$ cat config.mk
export PLATFORM = sky130hd
export DESIGN_NAME = fifo_queue_with_peek_and_dump
export DESIGN_NICKNAME = d
export VERILOG_FILES = /design/src/fq_pkg.sv /design/src/fq_ram.sv /design/src/fifo_queue_with_peek_and_dump.sv
export VERILOG_INCLUDE_DIRS = /design/src /design/src/src
export SDC_FILE = /design/constraint.sdc
export NUM_CORES = 1
export LEC_CHECK = 0
export ABC_AREA = 1
export ABC_CLOCK_PERIOD_IN_PS = 3500
export BUFFER_PORTS_ARGS = -buffer_cell sky130_fd_sc_hd__buf_2
export CORE_ASPECT_RATIO = 1.4
export CORE_MARGIN = 2
export CORE_UTILIZATION = 30
export DETAILED_ROUTE_END_ITERATION = 16
export HOLD_SLACK_MARGIN = 0.12
export SLEW_MARGIN = 20
export SYNTH_ARGS = -nofsm -noshare
export SYNTH_HDL_FRONTEND = slang
export SYNTH_HIERARCHICAL = 1
export SYNTH_SLANG_ARGS = --single-unit
$ cat constraint.sdc
create_clock -name clk -period 3.5 [get_ports clk]
set_input_delay 0 -clock clk [delete_from_list [all_inputs] [get_ports clk]]
set_output_delay 0 -clock clk [all_outputs]
set_load 0.05 [all_outputs]
$ cat src/assert_macros.svh
// ---------------------------------------------------------------------------
// Assertion macros used by the RTL.
// Each macro expects a clock named clk and an active-low reset named arst_n
// in the scope where it is used.
// ---------------------------------------------------------------------------
`ifndef ASSERT_MACROS_SVH
`define ASSERT_MACROS_SVH

// The property must hold at every clock edge outside reset.
`define ASSERT_CLK(label, prop, msg) \
	label: assert property (@(posedge clk) disable iff (!arst_n) prop) else $error(msg);

// The expression must never be true outside reset.
`define ASSERT_NEVER(label, expr, msg) \
	label: assert property (@(posedge clk) disable iff (!arst_n) !(expr)) else $error(msg);

`endif

$ cat src/fq_pkg.sv
// ---------------------------------------------------------------------------
// fq_pkg
// Types, codes and constants of the FIFO queue with peek and dump.
// ---------------------------------------------------------------------------
package fq_pkg;

	// Default number of entries in the ring.
	localparam int DEPTH_DEF = 16;

	// Fixed field widths.
	localparam int DATA_W  = 32;
	localparam int CMD_W   = 2;
	localparam int STAT_W  = 2;
	localparam int COUNT_W = 5;

	// Command codes.
	localparam logic [CMD_W-1:0] CMD_ENQ  = 2'd0;
	localparam logic [CMD_W-1:0] CMD_DEQ  = 2'd1;
	localparam logic [CMD_W-1:0] CMD_PEEK = 2'd2;
	localparam logic [CMD_W-1:0] CMD_DISP = 2'd3;

	// Status codes.
	localparam logic [STAT_W-1:0] STAT_OK    = 2'd0;
	localparam logic [STAT_W-1:0] STAT_EMPTY = 2'd1;
	localparam logic [STAT_W-1:0] STAT_FULL  = 2'd2;

	// Input word: one command.
	typedef struct packed {
		logic [CMD_W-1:0]         command;
		logic signed [DATA_W-1:0] value;
	} fq_in_t;

	// Output word: one result.
	typedef struct packed {
		logic [STAT_W-1:0]        status;
		logic signed [DATA_W-1:0] data;
		logic [COUNT_W-1:0]       count;
		logic                     last;
	} fq_out_t;

endpackage

$ cat src/fq_ram.sv
// ---------------------------------------------------------------------------
// fq_ram
// Entry storage: one write port, one read port with registered read data
// that holds its value until the next read.
// ---------------------------------------------------------------------------
module fq_ram
	import fq_pkg::*;
#(
	parameter int DEPTH = DEPTH_DEF,
	localparam int IDX_W = $clog2(DEPTH)
) (
	input  logic                     clk,
	input  logic                     wr_en,
	input  logic [IDX_W-1:0]         wr_addr,
	input  logic signed [DATA_W-1:0] wr_data,
	input  logic                     rd_en,
	input  logic [IDX_W-1:0]         rd_addr,
	output logic signed [DATA_W-1:0] rd_data
);

	logic signed [DATA_W-1:0] mem [DEPTH];
	logic signed [DATA_W-1:0] rd_data_q;

	// Write port.
	always_ff @(posedge clk) begin
		if (wr_en) begin
			mem[wr_addr] <= wr_data;
		end
	end

	// Read port; the data stays until the next read is issued.
	always_ff @(posedge clk) begin
		if (rd_en) begin
			rd_data_q <= mem[rd_addr];
		end
	end

	assign rd_data = rd_data_q;

endmodule

$ cat src/fifo_queue_with_peek_and_dump.sv
// ---------------------------------------------------------------------------
// fifo_queue_with_peek_and_dump
// Bounded FIFO queue of signed 32-bit words with peek and a full dump.
// ---------------------------------------------------------------------------
// Usage:
// The input channel (in_valid, in_ready, in_word) carries one command per
// word: enqueue, dequeue, peek or display. The output channel (out_valid,
// out_ready, out_word) returns the results, each with a status, the data,
// the entry count after the command and a last flag.
// Enqueue and every error result appear in the cycle after the input word
// is taken, so enqueues run at one word per cycle while the receiver keeps
// up. Dequeue and peek read the entry memory into its read register, then
// into the output register; the next command is taken at the earliest in
// the cycle the result is presented.
// Display issues one memory read per held entry and emits one result per
// cycle while the receiver keeps up. The registered single read port of the
// entry memory sets this sequence.
// When the receiver stalls, the result waits in the output register and no
// new command is taken until that register can be reloaded.
// Reset empties the queue; entry contents are not cleared and are never
// read before being written.
// ---------------------------------------------------------------------------
module fifo_queue_with_peek_and_dump
	import fq_pkg::*;
#(
	parameter int DEPTH = DEPTH_DEF
) (
	input  logic    clk,
	input  logic    arst_n,
	input  logic    in_valid,
	output logic    in_ready,
	input  fq_in_t  in_word,
	output logic    out_valid,
	input  logic    out_ready,
	output fq_out_t out_word
);

	localparam int IDX_W = $clog2(DEPTH);
	localparam int CNT_W = $clog2(DEPTH + 1);

	// Controller states.
	localparam logic [1:0] S_IDLE = 2'd0;
	localparam logic [1:0] S_READ = 2'd1;
	localparam logic [1:0] S_DISP = 2'd2;

	logic [1:0]       state_q, state_d;
	logic [IDX_W-1:0] head_q, head_d;
	logic [IDX_W-1:0] tail_q, tail_d;
	logic [CNT_W-1:0] count_q, count_d;
	logic [IDX_W-1:0] rd_idx_q, rd_idx_d;
	logic [CNT_W-1:0] left_q, left_d;
	logic             out_valid_q;
	fq_out_t          out_word_q;

	logic                     out_free;
	logic                     accept;
	logic                     full;
	logic                     empty;
	logic                     out_load;
	fq_out_t                  res;
	logic                     wr_en;
	logic                     rd_en;
	logic [IDX_W-1:0]         rd_addr;
	logic signed [DATA_W-1:0] rd_data;

	// Ring index advance with wrap at the last entry.
	function automatic logic [IDX_W-1:0] idx_next(input logic [IDX_W-1:0] i);
		if (i == IDX_W'(DEPTH - 1)) begin
			return '0;
		end
		return i + 1'b1;
	endfunction

	// Entry storage.
	fq_ram #(
		.DEPTH(DEPTH)
	) u_ram (
		.clk    (clk),
		.wr_en  (wr_en),
		.wr_addr(tail_q),
		.wr_data(in_word.value),
		.rd_en  (rd_en),
		.rd_addr(rd_addr),
		.rd_data(rd_data)
	);

	// Handshake and occupancy flags.
	assign out_free = !out_valid_q || out_ready;
	assign in_ready = (state_q == S_IDLE) && out_free;
	assign accept   = in_valid && in_ready;
	assign full     = (count_q == CNT_W'(DEPTH));
	assign empty    = (count_q == '0);

	// Command sequencing, pointer updates and result formation.
	always_comb begin
		state_d  = state_q;
		head_d   = head_q;
		tail_d   = tail_q;
		count_d  = count_q;
		rd_idx_d = rd_idx_q;
		left_d   = left_q;
		wr_en    = 1'b0;
		rd_en    = 1'b0;
		rd_addr  = head_q;
		out_load = 1'b0;
		res      = '0;

		unique case (state_q)
			S_IDLE: begin
				if (accept) begin
					unique case (in_word.command)
						CMD_ENQ: begin
							out_load = 1'b1;
							res.last = 1'b1;
							if (full) begin
								res.status = STAT_FULL;
								res.count  = COUNT_W'(count_q);
							end else begin
								wr_en      = 1'b1;
								tail_d     = idx_next(tail_q);
								count_d    = count_q + 1'b1;
								res.status = STAT_OK;
								res.data   = in_word.value;
								res.count  = COUNT_W'(count_d);
							end
						end
						CMD_DEQ, CMD_PEEK: begin
							if (empty) begin
								out_load   = 1'b1;
								res.status = STAT_EMPTY;
								res.last   = 1'b1;
							end else begin
								rd_en   = 1'b1;
								state_d = S_READ;
								if (in_word.command == CMD_DEQ) begin
									head_d  = idx_next(head_q);
									count_d = count_q - 1'b1;
								end
							end
						end
						CMD_DISP: begin
							if (empty) begin
								out_load   = 1'b1;
								res.status = STAT_EMPTY;
								res.last   = 1'b1;
							end else begin
								rd_en    = 1'b1;
								rd_idx_d = idx_next(head_q);
								left_d   = count_q;
								state_d  = S_DISP;
							end
						end
					endcase
				end
			end
			S_READ: begin
				// Head word is on the read port; count already reflects the command.
				if (out_free) begin
					out_load   = 1'b1;
					res.status = STAT_OK;
					res.data   = rd_data;
					res.count  = COUNT_W'(count_q);
					res.last   = 1'b1;
					state_d    = S_IDLE;
				end
			end
			S_DISP: begin
				// Emit one entry per cycle while the output is free and fetch the following one.
				if (out_free) begin
					out_load   = 1'b1;
					res.status = STAT_OK;
					res.data   = rd_data;
					res.count  = COUNT_W'(count_q);
					res.last   = (left_q == CNT_W'(1));
					if (left_q == CNT_W'(1)) begin
						state_d = S_IDLE;
					end else begin
						rd_en    = 1'b1;
						rd_addr  = rd_idx_q;
						rd_idx_d = idx_next(rd_idx_q);
						left_d   = left_q - 1'b1;
					end
				end
			end
			default: begin
				state_d = S_IDLE;
			end
		endcase
	end

	// Control registers.
	always_ff @(posedge clk or negedge arst_n) begin
		if (!arst_n) begin
			state_q     <= S_IDLE;
			head_q      <= '0;
			tail_q      <= '0;
			count_q     <= '0;
			rd_idx_q    <= '0;
			left_q      <= '0;
			out_valid_q <= 1'b0;
		end else begin
			state_q  <= state_d;
			head_q   <= head_d;
			tail_q   <= tail_d;
			count_q  <= count_d;
			rd_idx_q <= rd_idx_d;
			left_q   <= left_d;
			if (out_load) begin
				out_valid_q <= 1'b1;
			end else if (out_ready) begin
				out_valid_q <= 1'b0;
			end
		end
	end

	// Output word register.
	always_ff @(posedge clk) begin
		if (out_load) begin
			out_word_q <= res;
		end
	end

	assign out_valid = out_valid_q;
	assign out_word  = out_word_q;

	// Checks.
	`include "assert_macros.svh"

	`ASSERT_NEVER(a_count_range, count_q > CNT_W'(DEPTH), "entry count above depth")
	`ASSERT_CLK(a_ptr_empty, (count_q == '0) |-> (head_q == tail_q), "pointers differ when empty")
	`ASSERT_CLK(a_count_hold, !(in_valid && in_ready) |=> $stable(count_q), "count moved without a command")
	`ASSERT_NEVER(a_disp_left, (state_q == S_DISP) && (left_q == '0), "display with nothing left")

endmodule
==> impl_metrics.tcl <==
set metrics [dict create \
    outcome "completed" \
    wl_met3_mm 3.41 \
    critPathMaxStageDelay_ps 480 \
    grt_pass1_wl_mm 105 \
    highest_layer "met5" \
    cts.clk_slew.worst_paths_ps 60 \
    htreeDepth 2 \
    cts_num_sinks 609 \
    ys_warn_count 6 \
    vias 17800 \
    report.final.slew_viol_count 0 \
    pwr-share-seq_pct 36.6 \
    detail_route.wl_per_cell_um 17.7 \
    finish.utilization_pct 35.1 \
    slowest_stage "inv_4" \
    ys_seq_area_share_pct 68.0 \
    dp_slack_ps 517 \
    dpl_cell_area_um2 28600 \
    critPathKind "reg2reg" \
    grt_usage_pct 15.0 \
    finalSetupViolations 0 \
    area_growth_pct 16.0 \
    core_area_um2 88300 \
    synth_top_area_share_pct 65.7 \
    synth_compound_area_share_pct 1.34 \
    worstSetupStartpointType "flop" \
    synthMuxAreaShare_pct 0 \
    gp_congestion 0.829 \
    wl_mm 69.3 \
    antenna_left 0 \
    grt_pass1_vias 17200 \
    clockRootBuffer "clkbuf_16" \
    required_ps 3990 \
    drt_pass1_iterations 5 \
    ys.flop_type "edfxtp_1" \
    tightestPinTransition_ps 1160 \
    pwr-share-clk_pct 25.4 \
    drt-met1-wl_mm 28.1 \
    switching_power_mw 10.1 \
    ctsHoldBuffers 42 \
    maxSlewHeadroom_pct 22.3 \
    synth-xor-area-share_pct 0.262 \
    combinationalPowerShare_pct 38.0 \
    endpoint_kind "flop" \
    ys_seq_elements 609 \
    cts_resized 0 \
    grt_start_max_net_pins 129 \
    wl_met2_mm 35.3 \
    synth_area_leaders "edfxtp_1 66%, nand2_1 12%, nand3_1 7.7%" \
    fin_ws_ps 491 \
    min_period_over_period_pct 86.0 \
    hp-class "in2reg" \
    final_net_count 2735 \
    syn-cell-area_um2 26700 \
    design_area_um2 31000 \
    grt_antenna_before_repair 2 \
    io_pins 80 \
    p_int_mw 15.4 \
    place_inst 3761 \
    post-route-min-period_ps 3010 \
    viasPerCell 4.55 \
    power_mw 25.5 \
    synth_edf_count 584 \
    grt.overflow.total 0 \
    syn-num-nets 2621 \
    worstSkewPairLatency_ps 630 \
    die_area_um2 91500 \
    fp.dieW_um 256 \
    avgSynthCellArea_um2 10.4 \
    synth_cell_type_count 33 \
    dieHeight_um 357 \
    rows 129 \
    fmax_mhz 332 \
    synthCells 2568 \
    rsz0062_at_grt "false" \
    post_cts_buffers 0 \
    pwr_density_cell_nw_per_um2 823 \
    ir_drop_uv 813 \
    synth_top_family_by_area "simple AND/OR/NAND/NOR gates" \
    yosys.area_share.simple_pct 20.6 \
    crit_fanout 48 \
    finClkSkew_ps 20.1 \
    crit_buf_inv 5 \
    async_flop_share_pct 4.11 \
    cts_buffers 56 \
    port_buffers 79 \
    cts_tree "done" \
    drc 0 \
    drv_cap 0 \
    layout.cells.non_filler 3910 \
    drtIter0Drc 1348 \
    crit_top_cell "nand3_1" \
    final-hold-violation-count 0 \
    synth_fa_ha_area_share_pct 0.703 \
    dp_hpwl_mm 39.0 \
    cts_buffer_depth 3 \
    timing.hold.ws_ps 318 \
    switching_share_pct 39.7 \
    cp_top_family "buffers and inverters" \
    start_util_pct 30.3 \
    p_leak_nw 12.9 \
    final.setup.tns_ps 0 \
    cp_cell_sequence "inv_1 > ha_1 > inv_1 > nor2_1 > nand2_1 > nand3_1 > buf_4 > nor2_1 > a21oi_4 > inv_4 > buf_4 > nand3_1 > nand3_1 > nand3_1 > nand2_1" \
    synth_area_leader_cell "edfxtp_1" \
    drive_gt1_share_pct 9.67 \
    critical_path_arrival_ps 3500 \
]
sequential cells by signal (all words and copies together) (netlist names):
| register | flops |
|---|---|
| tail_q | 4 |
| out_word | 40 |
| out_valid | 1 |
| u_ram/rd_data | 32 |
| head_q | 4 |
| rd_idx_q | 4 |
| u_ram/mem | 512 |
| count_q | 5 |
| state_q | 2 |
| left_q | 5 |
cell usage after synthesis, types with 2 or more instances:
| cell type | n |
|---|---|
| buf_6 | 33 |
| edfxtp_1 | 584 |
| nand2_1 | 848 |
| o21ai_0 | 17 |
| xnor2_1 | 2 |
| nand4_1 | 2 |
| nand2_2 | 2 |
| nand3b_1 | 2 |
| buf_4 | 6 |
| nor3_1 | 2 |
| a21o_1 | 2 |
| o21ai_1 | 4 |
| ha_1 | 15 |
| buf_2 | 48 |
| nand3_1 | 411 |
| a21oi_1 | 45 |
| nor2_2 | 3 |
| dfrtp_1 | 25 |
| buf_1 | 14 |
| clkbuf_1 | 19 |
| inv_1 | 428 |
| inv_2 | 3 |
| xor2_1 | 6 |
| nor2_1 | 38 |
cell families (layout without fill, tap and decap cells):
family / after synthesis / in the layout
simple gates: 1313 / 1313
other cells: 0 / 1
flops: 609 / 609
fa+ha+maj: 15 / 15
buf+inv: 553 / 715
compound gates: 70 / 70
xor+xnor: 8 / 8
power groups by stage:
stage	Combinational, mW	Clock, mW	Sequential [mW]
2_1_floorplan	6.29	0	10.3
3_5_place_dp	9.73	0	9.50
6_report	9.69	6.47	9.34
3_3_place_gp	9.67	0	9.50
4_1_cts	9.81	6.63	9.36
5_1_grt	10.7	6.88	9.41
cells in the final DEF, fill, tap and decap left out, drive strengths merged, types with 15 or more instances in the layout:
cell / instances
nand2: 850
edfxtp: 584
inv: 436
nand3: 412
buf: 136
clkbuf: 61
a21oi: 45
nor2: 42
dlygate4sd3: 41
clkinv: 30
dfrtp: 25
o21ai: 21
ha: 15
area by class of cell:
class,instances,area (um2)
fill,8782,57300
tap,1179,1480
timing repair buffer,177,1470
multi-input combinational,1406,6300
clock buffer,61,1440
clock inverter,45,498
sequential,609,18200
inverter,432,1630
antenna,1,2.50
layer usage:
layer	GRT usage [%]	up-vias
met1	18.1	8635
li1	-	8562
met3	1.99	131
met4	6.05	2
met5	0	-
met2	27.0	459
final timing paths:
check / start / to / slack (ps) / cells past startpoint
min reg2reg: left_q[1] / left_q[1] / 510 / 2
max reg2reg: left_q[1] / u_ram/rd_data[4] / 490 / 15
max in group asynchronous: arst_n / tail_q[2] / 2860 / 4
min: in_word[21] / u_ram/mem[4][21] / 320 / 2
min in group asynchronous: arst_n / out_valid / 460 / 4
max: left_q[1] / u_ram/rd_data[4] / 490 / 15
Power figures use the tool's default switching activity.
